<file path="src/hdl/hptc_pkg.sv">
// ----------------------------------------------------------------------------
// hptc_pkg
// shared types and constants for the heading turn controller
// ----------------------------------------------------------------------------
package hptc_pkg;

  localparam int HEADING_W = 9;
  localparam int GAIN_W    = 12;
  localparam int ERR_W     = 8;
  localparam int INTEG_W   = 16;
  localparam int DERIV_W   = 9;
  localparam int SUM_W     = 31;
  localparam int DRIVE_W   = 8;
  localparam int CFG_IDX_W = 3;

  localparam logic [HEADING_W-1:0] FULL_TURN = 9'd360;
  localparam logic [HEADING_W-1:0] HALF_TURN = 9'd180;
  localparam logic [DRIVE_W-1:0]   DRIVE_LIMIT = 8'd100;

  // register indexes on the configuration port
  localparam logic [CFG_IDX_W-1:0] REG_TARGET  = 3'd0;
  localparam logic [CFG_IDX_W-1:0] REG_GAIN_P  = 3'd1;
  localparam logic [CFG_IDX_W-1:0] REG_GAIN_I  = 3'd2;
  localparam logic [CFG_IDX_W-1:0] REG_GAIN_D  = 3'd3;
  localparam logic [CFG_IDX_W-1:0] REG_WINDUP  = 3'd4;
  localparam logic [CFG_IDX_W-1:0] REG_SETTLE  = 3'd5;

  typedef struct packed {
    logic [HEADING_W-1:0] target_heading;
    logic [GAIN_W-1:0]    gain_p;
    logic [GAIN_W-1:0]    gain_i;
    logic [GAIN_W-1:0]    gain_d;
    logic [ERR_W-1:0]     windup_band;
    logic [ERR_W-1:0]     settle_threshold;
  } cfg_t;

  // one classified step, handed from the front to the back
  typedef struct packed {
    logic [ERR_W-1:0]          err;
    logic [INTEG_W-1:0]        integ;
    logic signed [DERIV_W-1:0] deriv;
    logic                      turn_right;
    logic                      settled;
  } step_t;

endpackage

</file>
<file path="src/hdl/heading_pid_turn_controller.sv">
// ----------------------------------------------------------------------------
// heading_pid_turn_controller
// pid turn controller steering toward a configured compass heading
// ----------------------------------------------------------------------------
// Each input word carries one heading sample; each gives exactly one result
// word with the drive percent, turn direction, wrapped error and settled flag.
// One word is taken every clock while the output side keeps up: the front
// computes the error and updates the integral sum and previous error in the
// cycle of acceptance, and that state update sets the rate. The back runs
// the three gain products, the pid sum and the truncating saturation as a
// three-stage pipeline of product, sum and output registers. A four-entry
// queue between front and back lets input keep flowing for a few words
// while the output side is stalled.
// Configuration writes are meant for idle periods only.
// ----------------------------------------------------------------------------
module heading_pid_turn_controller #(
  parameter int GAIN_FRAC_BITS = 8,
  parameter int QUEUE_DEPTH    = 4
) (
  input  logic        clk,
  input  logic        rst,
  // configuration write port
  input  logic        cfg_we,
  input  logic [2:0]  cfg_index,
  input  logic [11:0] cfg_data,
  // heading input
  input  logic        s_axis_tvalid,
  output logic        s_axis_tready,
  input  logic [15:0] s_axis_tdata,   // [8:0] heading, [9] start_req, rest zero
  // drive output
  output logic        m_axis_tvalid,
  input  logic        m_axis_tready,
  output logic [23:0] m_axis_tdata    // [7:0] drive_speed, [8] turn_right,
                                      // [16:9] heading_error, [17] settled
);

  hptc_pkg::cfg_t  cfg;
  hptc_pkg::step_t front_word;
  hptc_pkg::step_t queue_word;
  logic            queue_full;
  logic            queue_valid;
  logic            back_ready;
  logic            in_accept;

  logic [hptc_pkg::DRIVE_W-1:0] drive_speed;
  logic                         turn_right;
  logic [hptc_pkg::ERR_W-1:0]   heading_error;
  logic                         settled;

  assign s_axis_tready = !queue_full;
  assign in_accept     = s_axis_tvalid && s_axis_tready;

  // configuration registers, to be written only while idle; the block itself does not enforce this
  always_ff @(posedge clk) begin
    if (rst) begin
      cfg.target_heading   <= 9'd0;
      cfg.gain_p           <= 12'd77;
      cfg.gain_i           <= 12'd15;
      cfg.gain_d           <= 12'd26;
      cfg.windup_band      <= 8'd5;
      cfg.settle_threshold <= 8'd1;
    end else if (cfg_we) begin
      unique case (cfg_index)
        hptc_pkg::REG_TARGET: cfg.target_heading   <= cfg_data[hptc_pkg::HEADING_W-1:0];
        hptc_pkg::REG_GAIN_P: cfg.gain_p           <= cfg_data;
        hptc_pkg::REG_GAIN_I: cfg.gain_i           <= cfg_data;
        hptc_pkg::REG_GAIN_D: cfg.gain_d           <= cfg_data;
        hptc_pkg::REG_WINDUP: cfg.windup_band      <= cfg_data[hptc_pkg::ERR_W-1:0];
        hptc_pkg::REG_SETTLE: cfg.settle_threshold <= cfg_data[hptc_pkg::ERR_W-1:0];
        default: ;  // indexes past the list are ignored
      endcase
    end
  end

  // front: error, direction and controller state
  hptc_front u_front (
    .clk       (clk),
    .rst       (rst),
    .cfg       (cfg),
    .push      (in_accept),
    .heading   (s_axis_tdata[8:0]),
    .start_req (s_axis_tdata[9]),
    .step      (front_word)
  );

  // decoupling queue
  hptc_queue #(
    .DEPTH (QUEUE_DEPTH)
  ) u_queue (
    .clk      (clk),
    .rst      (rst),
    .push     (in_accept),
    .wr_word  (front_word),
    .full     (queue_full),
    .pop      (queue_valid && back_ready),
    .rd_valid (queue_valid),
    .rd_word  (queue_word)
  );

  // back: products, sum and saturation
  hptc_back #(
    .GAIN_FRAC_BITS (GAIN_FRAC_BITS)
  ) u_back (
    .clk           (clk),
    .rst           (rst),
    .cfg           (cfg),
    .in_valid      (queue_valid),
    .in_ready      (back_ready),
    .in_word       (queue_word),
    .out_valid     (m_axis_tvalid),
    .out_ready     (m_axis_tready),
    .drive_speed   (drive_speed),
    .turn_right    (turn_right),
    .heading_error (heading_error),
    .settled       (settled)
  );

  assign m_axis_tdata = {6'd0, settled, heading_error, turn_right, drive_speed};

endmodule

</file>
<file path="src/hdl/hptc_front.sv">
// ----------------------------------------------------------------------------
// hptc_front
// wrapped heading error, direction and integral / previous error update
// ----------------------------------------------------------------------------
module hptc_front (
  input  logic                            clk,
  input  logic                            rst,
  input  hptc_pkg::cfg_t                  cfg,
  input  logic                            push,
  input  logic [hptc_pkg::HEADING_W-1:0]  heading,
  input  logic                            start_req,
  output hptc_pkg::step_t                 step
);

  logic [hptc_pkg::INTEG_W-1:0]   integral_sum;
  logic [hptc_pkg::INTEG_W-1:0]   integral_sum_next;
  logic [hptc_pkg::ERR_W-1:0]     last_error;

  logic signed [hptc_pkg::HEADING_W:0] diff;
  logic [hptc_pkg::HEADING_W-1:0] mag;
  logic [hptc_pkg::HEADING_W-1:0] d;
  logic [hptc_pkg::HEADING_W-1:0] err_wide;
  logic [hptc_pkg::ERR_W-1:0]     err;
  logic                           right;
  logic [hptc_pkg::INTEG_W-1:0]   integ_base;
  logic [hptc_pkg::ERR_W-1:0]     last_base;
  logic [hptc_pkg::INTEG_W:0]     integ_add;
  logic [hptc_pkg::DERIV_W-1:0]   deriv;

  always_comb begin
    diff = $signed({1'b0, cfg.target_heading}) - $signed({1'b0, heading});
    mag  = diff[hptc_pkg::HEADING_W] ? hptc_pkg::HEADING_W'(-diff) : diff[hptc_pkg::HEADING_W-1:0];
    d    = (mag >= hptc_pkg::FULL_TURN) ? mag - hptc_pkg::FULL_TURN : mag;
    err_wide = (d > hptc_pkg::HALF_TURN) ? hptc_pkg::FULL_TURN - d : d;
    err  = err_wide[hptc_pkg::ERR_W-1:0];
    // a negative difference wraps to a full turn minus its magnitude
    if (!diff[hptc_pkg::HEADING_W]) begin
      right = (d <= hptc_pkg::HALF_TURN);
    end else begin
      right = (d == '0) || (d >= hptc_pkg::HALF_TURN);
    end

    integ_base = start_req ? '0 : integral_sum;
    last_base  = start_req ? '0 : last_error;
    integ_add  = {1'b0, integ_base} + {{(hptc_pkg::INTEG_W + 1 - hptc_pkg::ERR_W){1'b0}}, err};
    integral_sum_next = integ_add[hptc_pkg::INTEG_W] ? '1 : integ_add[hptc_pkg::INTEG_W-1:0];
    if ((err < cfg.settle_threshold) || (err > cfg.windup_band)) begin
      integral_sum_next = '0;
    end
    deriv = {1'b0, err} - {1'b0, last_base};

    step.err        = err;
    step.integ      = integral_sum_next;
    step.deriv      = $signed(deriv);
    step.turn_right = right;
    step.settled    = (err <= cfg.settle_threshold);
  end

  always_ff @(posedge clk) begin
    if (rst) begin
      integral_sum <= '0;
      last_error   <= '0;
    end else if (push) begin
      integral_sum <= integral_sum_next;
      last_error   <= err;
    end
  end

endmodule

</file>
<file path="src/hdl/hptc_queue.sv">
// ----------------------------------------------------------------------------
// hptc_queue
// short register queue between the front and the back
// ----------------------------------------------------------------------------
module hptc_queue #(
  parameter int DEPTH = 4
) (
  input  logic            clk,
  input  logic            rst,
  input  logic            push,
  input  hptc_pkg::step_t wr_word,
  output logic            full,
  input  logic            pop,
  output logic            rd_valid,
  output hptc_pkg::step_t rd_word
);

  localparam int PTR_W = (DEPTH > 1) ? $clog2(DEPTH) : 1;
  localparam int CNT_W = $clog2(DEPTH + 1);
  localparam logic [PTR_W-1:0] LAST_PTR = PTR_W'(DEPTH - 1);
  localparam logic [CNT_W-1:0] FULL_CNT = CNT_W'(DEPTH);

  hptc_pkg::step_t  slots [DEPTH];
  logic [PTR_W-1:0] wr_ptr;
  logic [PTR_W-1:0] rd_ptr;
  logic [CNT_W-1:0] count;

  assign full     = (count == FULL_CNT);
  assign rd_valid = (count != '0);
  assign rd_word  = slots[rd_ptr];

  always_ff @(posedge clk) begin
    if (push) begin
      slots[wr_ptr] <= wr_word;
    end
  end

  always_ff @(posedge clk) begin
    if (rst) begin
      wr_ptr <= '0;
      rd_ptr <= '0;
      count  <= '0;
    end else begin
      if (push) begin
        wr_ptr <= (wr_ptr == LAST_PTR) ? '0 : wr_ptr + 1'b1;
      end
      if (pop) begin
        rd_ptr <= (rd_ptr == LAST_PTR) ? '0 : rd_ptr + 1'b1;
      end
      if (push && !pop) begin
        count <= count + 1'b1;
      end else if (pop && !push) begin
        count <= count - 1'b1;
      end
    end
  end

endmodule

</file>
<file path="src/hdl/hptc_back.sv">
// ----------------------------------------------------------------------------
// hptc_back
// gain products, pid sum, truncation and drive saturation
// ----------------------------------------------------------------------------
module hptc_back #(
  parameter int GAIN_FRAC_BITS = 8
) (
  input  logic                          clk,
  input  logic                          rst,
  input  hptc_pkg::cfg_t                cfg,
  input  logic                          in_valid,
  output logic                          in_ready,
  input  hptc_pkg::step_t               in_word,
  output logic                          out_valid,
  input  logic                          out_ready,
  output logic [hptc_pkg::DRIVE_W-1:0]  drive_speed,
  output logic                          turn_right,
  output logic [hptc_pkg::ERR_W-1:0]    heading_error,
  output logic                          settled
);

  localparam int PP_W = hptc_pkg::GAIN_W + hptc_pkg::ERR_W;
  localparam int PI_W = hptc_pkg::GAIN_W + hptc_pkg::INTEG_W;
  localparam int PD_W = hptc_pkg::GAIN_W + 1 + hptc_pkg::DERIV_W;

  // product stage
  logic                          a_valid;
  logic                          a_ready;
  logic [PP_W-1:0]               a_prod_p;
  logic [PI_W-1:0]               a_prod_i;
  logic signed [PD_W-1:0]        a_prod_d;
  logic [hptc_pkg::ERR_W-1:0]    a_err;
  logic                          a_right;
  logic                          a_settled;

  // sum stage
  logic                          b_valid;
  logic                          b_ready;
  logic signed [hptc_pkg::SUM_W-1:0] b_sum;
  logic [hptc_pkg::ERR_W-1:0]    b_err;
  logic                          b_right;
  logic                          b_settled;

  logic signed [hptc_pkg::SUM_W-1:0] sum_next;
  logic [hptc_pkg::SUM_W-1:0]    mag;
  logic [hptc_pkg::SUM_W-1:0]    quot;
  logic [hptc_pkg::DRIVE_W-1:0]  limited;
  logic [hptc_pkg::DRIVE_W-1:0]  speed_next;

  assign in_ready = !a_valid || a_ready;
  assign a_ready  = !b_valid || b_ready;
  assign b_ready  = !out_valid || out_ready;

  always_comb begin
    sum_next = $signed({{(hptc_pkg::SUM_W - PP_W){1'b0}}, a_prod_p})
             + $signed({{(hptc_pkg::SUM_W - PI_W){1'b0}}, a_prod_i})
             + hptc_pkg::SUM_W'(a_prod_d);
    mag     = b_sum[hptc_pkg::SUM_W-1] ? hptc_pkg::SUM_W'(-b_sum) : hptc_pkg::SUM_W'(b_sum);
    quot    = mag >> GAIN_FRAC_BITS;
    limited = (quot > hptc_pkg::SUM_W'(hptc_pkg::DRIVE_LIMIT)) ? hptc_pkg::DRIVE_LIMIT
                                                               : quot[hptc_pkg::DRIVE_W-1:0];
    speed_next = b_sum[hptc_pkg::SUM_W-1] ? -limited : limited;
  end

  always_ff @(posedge clk) begin
    if (rst) begin
      a_valid   <= 1'b0;
      b_valid   <= 1'b0;
      out_valid <= 1'b0;
    end else begin
      if (in_ready) begin
        a_valid <= in_valid;
      end
      if (a_ready) begin
        b_valid <= a_valid;
      end
      if (b_ready) begin
        out_valid <= b_valid;
      end
    end
  end

  always_ff @(posedge clk) begin
    if (in_ready && in_valid) begin
      a_prod_p  <= PP_W'(cfg.gain_p) * PP_W'(in_word.err);
      a_prod_i  <= PI_W'(cfg.gain_i) * PI_W'(in_word.integ);
      a_prod_d  <= $signed({1'b0, cfg.gain_d}) * in_word.deriv;
      a_err     <= in_word.err;
      a_right   <= in_word.turn_right;
      a_settled <= in_word.settled;
    end
    if (a_ready && a_valid) begin
      b_sum     <= sum_next;
      b_err     <= a_err;
      b_right   <= a_right;
      b_settled <= a_settled;
    end
    if (b_ready && b_valid) begin
      drive_speed   <= speed_next;
      heading_error <= b_err;
      turn_right    <= b_right;
      settled       <= b_settled;
    end
  end

endmodule

</file>
<file path="config.mk">
export PLATFORM = sky130hd
export DESIGN_NAME = heading_pid_turn_controller
export DESIGN_NICKNAME = d
export VERILOG_FILES = /design/src/hdl/hptc_pkg.sv /design/src/hdl/heading_pid_turn_controller.sv /design/src/hdl/hptc_front.sv /design/src/hdl/hptc_queue.sv /design/src/hdl/hptc_back.sv
export SDC_FILE = /design/constraint.sdc
export NUM_CORES = 2
export LEC_CHECK = 0
export BUFFER_PORTS_ARGS = -buffer_cell sky130_fd_sc_hd__buf_2
export CAP_MARGIN = 25
export CORE_MARGIN = 8
export CORE_UTILIZATION = 50
export DETAILED_ROUTE_END_ITERATION = 8
export PLACE_DENSITY = 0.77
export SYNTH_ARGS = -nofsm -noshare
export SYNTH_HDL_FRONTEND = slang
export SYNTH_HIERARCHICAL = 1
export SYNTH_SLANG_ARGS = --single-unit
</file>
<file path="constraint.sdc">
create_clock -name clk -period 5.9 [get_ports clk]
set_input_delay 0.295 -clock clk [delete_from_list [all_inputs] [get_ports clk]]
set_output_delay 0.295 -clock clk [all_outputs]
set_load 0.005 [all_outputs]
</file>
# --- Word level (Yosys, flattened, before mapping) ---
# Memory sizes are Yosys's and may differ from the RTL's. A register that Yosys moved wholly into a read port is not among the register bits.
# Index checks and enable logic that the tools add are counted.
op_classes:
  reduce_logical: 27
  mux: 19
  multipliers: 3
  magnitude_cmp: 8
  addsub: 14
  eq_ne: 8
ops:
  columns: ["cell", "n"]
  rows:
  - ["16-bit 2-to-1 mux", 3]
  - ["8-bit 2-to-1 mux", 4]
  - ["30-bit by 22-bit adder with 31-bit output", 1]
  - ["31-bit 2-to-1 mux", 1]
  - ["31-bit negator", 1]
  - ["20-bit by 28-bit adder with 29-bit output", 1]
  - ["12-bit by 16-bit multiplier with 28-bit output", 1]
  - ["23-bit by 7-bit > comparator with 1-bit output (second input constant)", 1]
  - ["13-bit by 9-bit multiplier with 22-bit output", 1]
  - ["12-bit by 8-bit multiplier with 20-bit output", 1]
  - ["9-bit 2-to-1 mux", 2]
  - ["16-bit by 8-bit adder with 17-bit output", 1]
  - ["2-bit AND reduction", 6]
  - ["9-bit by 9-bit subtractor with 10-bit output", 1]
  - ["3-bit equality test (second input constant)", 3]
  - ["9-bit by 8-bit >= comparator with 1-bit output (second input constant)", 1]
  - ["9-bit >= comparator (second input constant)", 1]
  - ["9-bit by 8-bit > comparator with 1-bit output (second input constant)", 1]
  - ["9-bit by 8-bit <= comparator with 1-bit output (second input constant)", 1]
  - ["9-bit logical NOT", 1]
  - ["9-bit negator", 1]
  - ["8-bit by 8-bit subtractor with 9-bit output", 1]
  - ["9-bit subtractor (second input constant)", 1]
  - ["8-bit > comparator", 1]
  - ["other kinds (19)", 42]
word_totals:
  input_bits: 36
  reg_bits: 234
  out_inout_bits: 26
  elab_cells: 108
  ram_bits: 140
  n_memories: 1
mem_list:
  columns: ["name", "depth", "width", "rd", "rd_clocked_by_memory_dff", "write_ports", "line", "rtl"]
  rows:
  - ["u_queue.slots", 4, 35, 1, 1, 1, "hptc_queue.sv:23", "hptc_pkg::step_t slots [DEPTH];"]

# --- Depth between registers and ports, before layout ---
depth:
  word_depth: 10
  ltp_mapped: 30
  ltp_nobuf: 27

# --- Cells and area by module ---
# Netlist, hierarchy kept.
by_module_without_submodules:
  columns: ["module", "instances", "cells_per_inst", "area_each_um2", "seq_area_each_um2"]
  rows:
  - ["hptc_back", 1, 2150, 20220.6, 4234.1]
  - ["hptc_queue", 1, 227, 5544.1, 4384.2]
  - ["hptc_front", 1, 618, 4520.6, 480.5]
  - ["heading_pid_turn_controller", 1, 237, 2516.2, 1221.2]

# --- Worst setup path after synthesis ---
# OpenSTA, ideal clock, no wires.
synth_path:
  path_type: "register to register"
  start: "register with a tool-made name"
  end: "register u_back.a_prod_i[18], data pin"
  setup_slack_ps: -243
  stages_incl_launch_ff: 23
  t_arrival_ps: 6007
  path_buffers: 3
  required_time_ps: 5765
  setup_time_ps: 135
  synth_period_minus_slack_ps: 6143
  cell_sequence: "dfxtp_1 -> buf_6 -> buf_12 -> mux4_2 -> clkbuf_1 -> nand2_1 -> fa_1 -> fa_1 -> inv_1 -> fa_1 -> fa_1 -> inv_1 -> fa_1 -> inv_1 -> ha_1 -> a21o_1 -> a21oi_1 -> nor2b_1 -> a21oi_1 -> o21ai_0 -> a21boi_0 -> or4b_2 -> nand3_1"
synth_lines:
  columns: ["item", "line", "rtl"]
  rows:
  - ["end signal: assignment", "hptc_back.sv:86", "a_prod_i <= PI_W'(cfg.gain_i) * PI_W'(in_word.integ);"]
  - ["end: declaration", "hptc_back.sv:30", "logic [PI_W-1:0] a_prod_i;"]

==> impl_metrics.yaml <==
drt:
  routed_wl_mm: 81.8
  ant_nets: 0
  drcViolationCount: 0
  initialDrtViolationCount: 1526
  vias_per_cell: 5.63
  drt-pass1-iter-count: 7
  post_drt_wl_per_cell_um: 18.4
  route.vias.total: 25038
sta:
  finalSetupViolCount: 10
  worst_slew_pin_slew_ns: 0.788
  finalCritPeriodShare_pct: 103
  hold_violations: 0
  slew_headroom_pct: 47.2
  slew_violations: 0
  grt_setup_unrepaired: "yes"
  fmax_ghz: 0.164
  skew_ns: 0.0405
  setup_ws_ns: -0.190
  min_period_ns: 6.09
setup_path:
  endpoint_kind: "register"
  r2r_end: "u_back/a_prod_d[21]$_DFFE_PP_"
  critPathArrivalTime_ns: 6.42
  critPathSlowestCell: "mux4_2"
  path_max_fanout: 6
  required_ns: 6.23
  cp-start-kind: "register"
  critPathMaxStageDelay_ns: 0.56
  path_common_cell: "fa_1"
  path_cells: "buf_4 -> buf_12 -> mux4_2 -> and2_1 -> fa_1 -> fa_1 -> fa_1 -> inv_1 -> fa_1 -> fa_1 -> inv_1 -> ha_1 -> inv_1 -> o21bai_1 -> a21oi_2 -> o21ai_2 -> a211oi_2 -> nor3_2 -> or3_1 -> a21oi_2 -> xnor2_1"
  rr_worst_depth: 21
  rrSetupSlack_ns: -0.19
  critPathKind: "register to register"
logic_synthesis:
  synthesis.instances: 3232
  ys_async_sr_fraction_pct: 0
  synth_enable_flop_cells: 279
  synth_ff_type: "edfxtp_1"
  synth_area_sq_um: 32800
  syn_avg_cell_area_sq_um: 10.1
  ys_ff_latch: 376
  yosys_warnings: 6
  seq_area_frac_synth_pct: 31.5
  ys_types: 118
grt:
  first_global_vias: 25186
  grt_max_degree: 79
  grt_usage_pct: 20.9
  grt_pass1_wl_mm: 127
  grt_overflow: 0
  antenna_found_initial: 0
placed_design:
  gp_congestion: 0.898
  dp_hpwl_mm: 58.6
  io_buffers: 49
clock_network:
  clk-insertion-delay-late_ns: 0.59
  clkSlewWorstSetupHoldPaths_ns: 0.07
  cts_sinks: 376
  clockBufferDepth: 3
  cts-root-buf: "clkbuf_16"
  numCtsBuffers: 40
  cts_max_level: 2
  cts_tree: "done"
layout:
  mostFrequentLayoutCells: "inv_1 (398), nand2_1 (308), buf_4 (295)"
  drive_above_1_share_pct: 22.5
  final_common_cell: "inv_1"
  area_delta_synth_final_pct: 20.0
  antenna_cells: 0
  final_util_pct: 60.2
  finalNetCount: 4125
floorplanning:
  start_util_pct: 50.2
  dieArea_sq_um: 74100
  die_w_um: 272
  die_y_um: 272
  ios: 62
  core_area_sq_um: 65400
  num_rows: 94
run:
  drv_cap: 0
hold_path:
  hold_class: "input pin to register"
  hold_path.startpoint: "cfg_data[1]"
  min_path_cells: 3
  min_to: "cfg[17]$_SDFFE_PP1P_"
outcome:
  status: "finished, violations left"
  violations: "setup timing"
==> synthesized netlist by cell type (75+ instances only) <==
| master | instances | area [sq um] |
|---|---|---|
| a21oi_1 | 126 | 631 |
| fa_1 | 275 | 5510 |
| ha_1 | 258 | 3230 |
| o21ai_0 | 77 | 385 |
| clkbuf_1 | 86 | 323 |
| and2_1 | 170 | 1060 |
| mux2i_1 | 75 | 751 |
| dfxtp_1 | 97 | 1940 |
| nand2b_1 | 90 | 563 |
| edfxtp_1 | 279 | 8380 |
| nand2_1 | 330 | 1240 |
| xnor2_1 | 107 | 937 |
| inv_1 | 421 | 1580 |
| nor2_1 | 171 | 642 |
==> critical path, delay by kind of cell, from the launching register on <==
family | cells | cell delay, ns
AO/OA/AOI/OAI | 5 | 0.84
XOR/XNOR | 1 | 0.08
adder cells (fa/ha/maj) | 6 | 2.83
buffers and inverters | 5 | 0.50
flip-flops | 1 | 0.36
multiplexers | 1 | 0.56
AND/OR/NAND/NOR | 3 | 0.67
==> through the flow <==
step           TNS, ns  std cells  worst slack (ns)  instance area, sq um  hold slack, ns
3_5_place_dp     -7.53       4310            -0.220                 35800           0.405
4_1_cts         -0.226       4431           -0.0836                 38100          0.0193
5_1_grt          -8.27       4451            -0.384                 39400          0.0262
6_report        -0.815       4451            -0.190                 39400          0.0362
3_3_place_gp     -2.75       4309            -0.174                 35800           0.402
2_1_floorplan  -0.0485       3237           -0.0485                 32900           0.364
==> cell families after synthesis <==
logic type | after synthesis | synth area share (%)
simple gates | 1015 | 15.7
fa+ha+maj | 538 | 26.8
buf+inv | 549 | 6.74
other cells | 1 | 0.0114
flops | 376 | 31.5
compound gates | 491 | 10.3
mux | 112 | 4.83
xor+xnor | 150 | 4.16
==> metal layers <==
metal	vias up	routed length [um]	track usage, %
li1	11679	-	-
met2	908	40600	37.0
met3	225	4930	3.26
met1	12226	32200	25.1
met5	-	0	0
met4	0	3990	8.93
==> layout make-up <==
class                           count  area [sq um]
Clock inverter                     16           175
Multi-Input combinational cell   2316         21800
Clock buffer                       57          1150
Sequential cell                   376         10300
Fill cell                        4970         26000
Tap cell                          864          1080
Inverter                          425          1610
Timing Repair Buffer              397          3170
==> state kept, by name, summed over array words and instances, names as in the netlist, 3 cells and up, named ones only <==
signal and cells:
u_queue/count 3, cfg 61, u_back/a_prod_p 20, u_back/b_sum 31, u_back/a_prod_i 28, u_queue/slots 140, u_front/last_error 8, u_back/heading_error 8
u_front/integral_sum 16, u_back/a_err 8, u_back/a_prod_d 22, u_back/drive_speed 8, u_back/b_err 8
==> how the worst max path moves through the flow <==
stage          slack, ns     start  cells after the start                             to
6_report           -0.19  register                     21  u_back/a_prod_d[21]$_DFFE_PP_
5_1_grt            -0.38  register                     22  u_back/a_prod_d[21]$_DFFE_PP_
2_1_floorplan      -0.05  register                     20  u_back/a_prod_i[18]$_DFFE_PP_
4_1_cts            -0.08  register                     21  u_back/a_prod_i[27]$_DFFE_PP_
3_5_place_dp       -0.22  register                     21  u_back/a_prod_d[21]$_DFFE_PP_
3_3_place_gp       -0.17  register                     22  u_back/a_prod_i[27]$_DFFE_PP_
==> timing repair <==
action                                  CTS  global route
hold endpoints to repair                  1             0
resized for setup                       123           232
cloned                                    5             2
pin swaps                                99           133
setup buffers                            42            26
hold buffers                              1             0
endpoints found under the setup margin   78           111
Power is not shown: default switching activity piles up to over one toggle a cycle in this logic, so the estimate is an artifact.
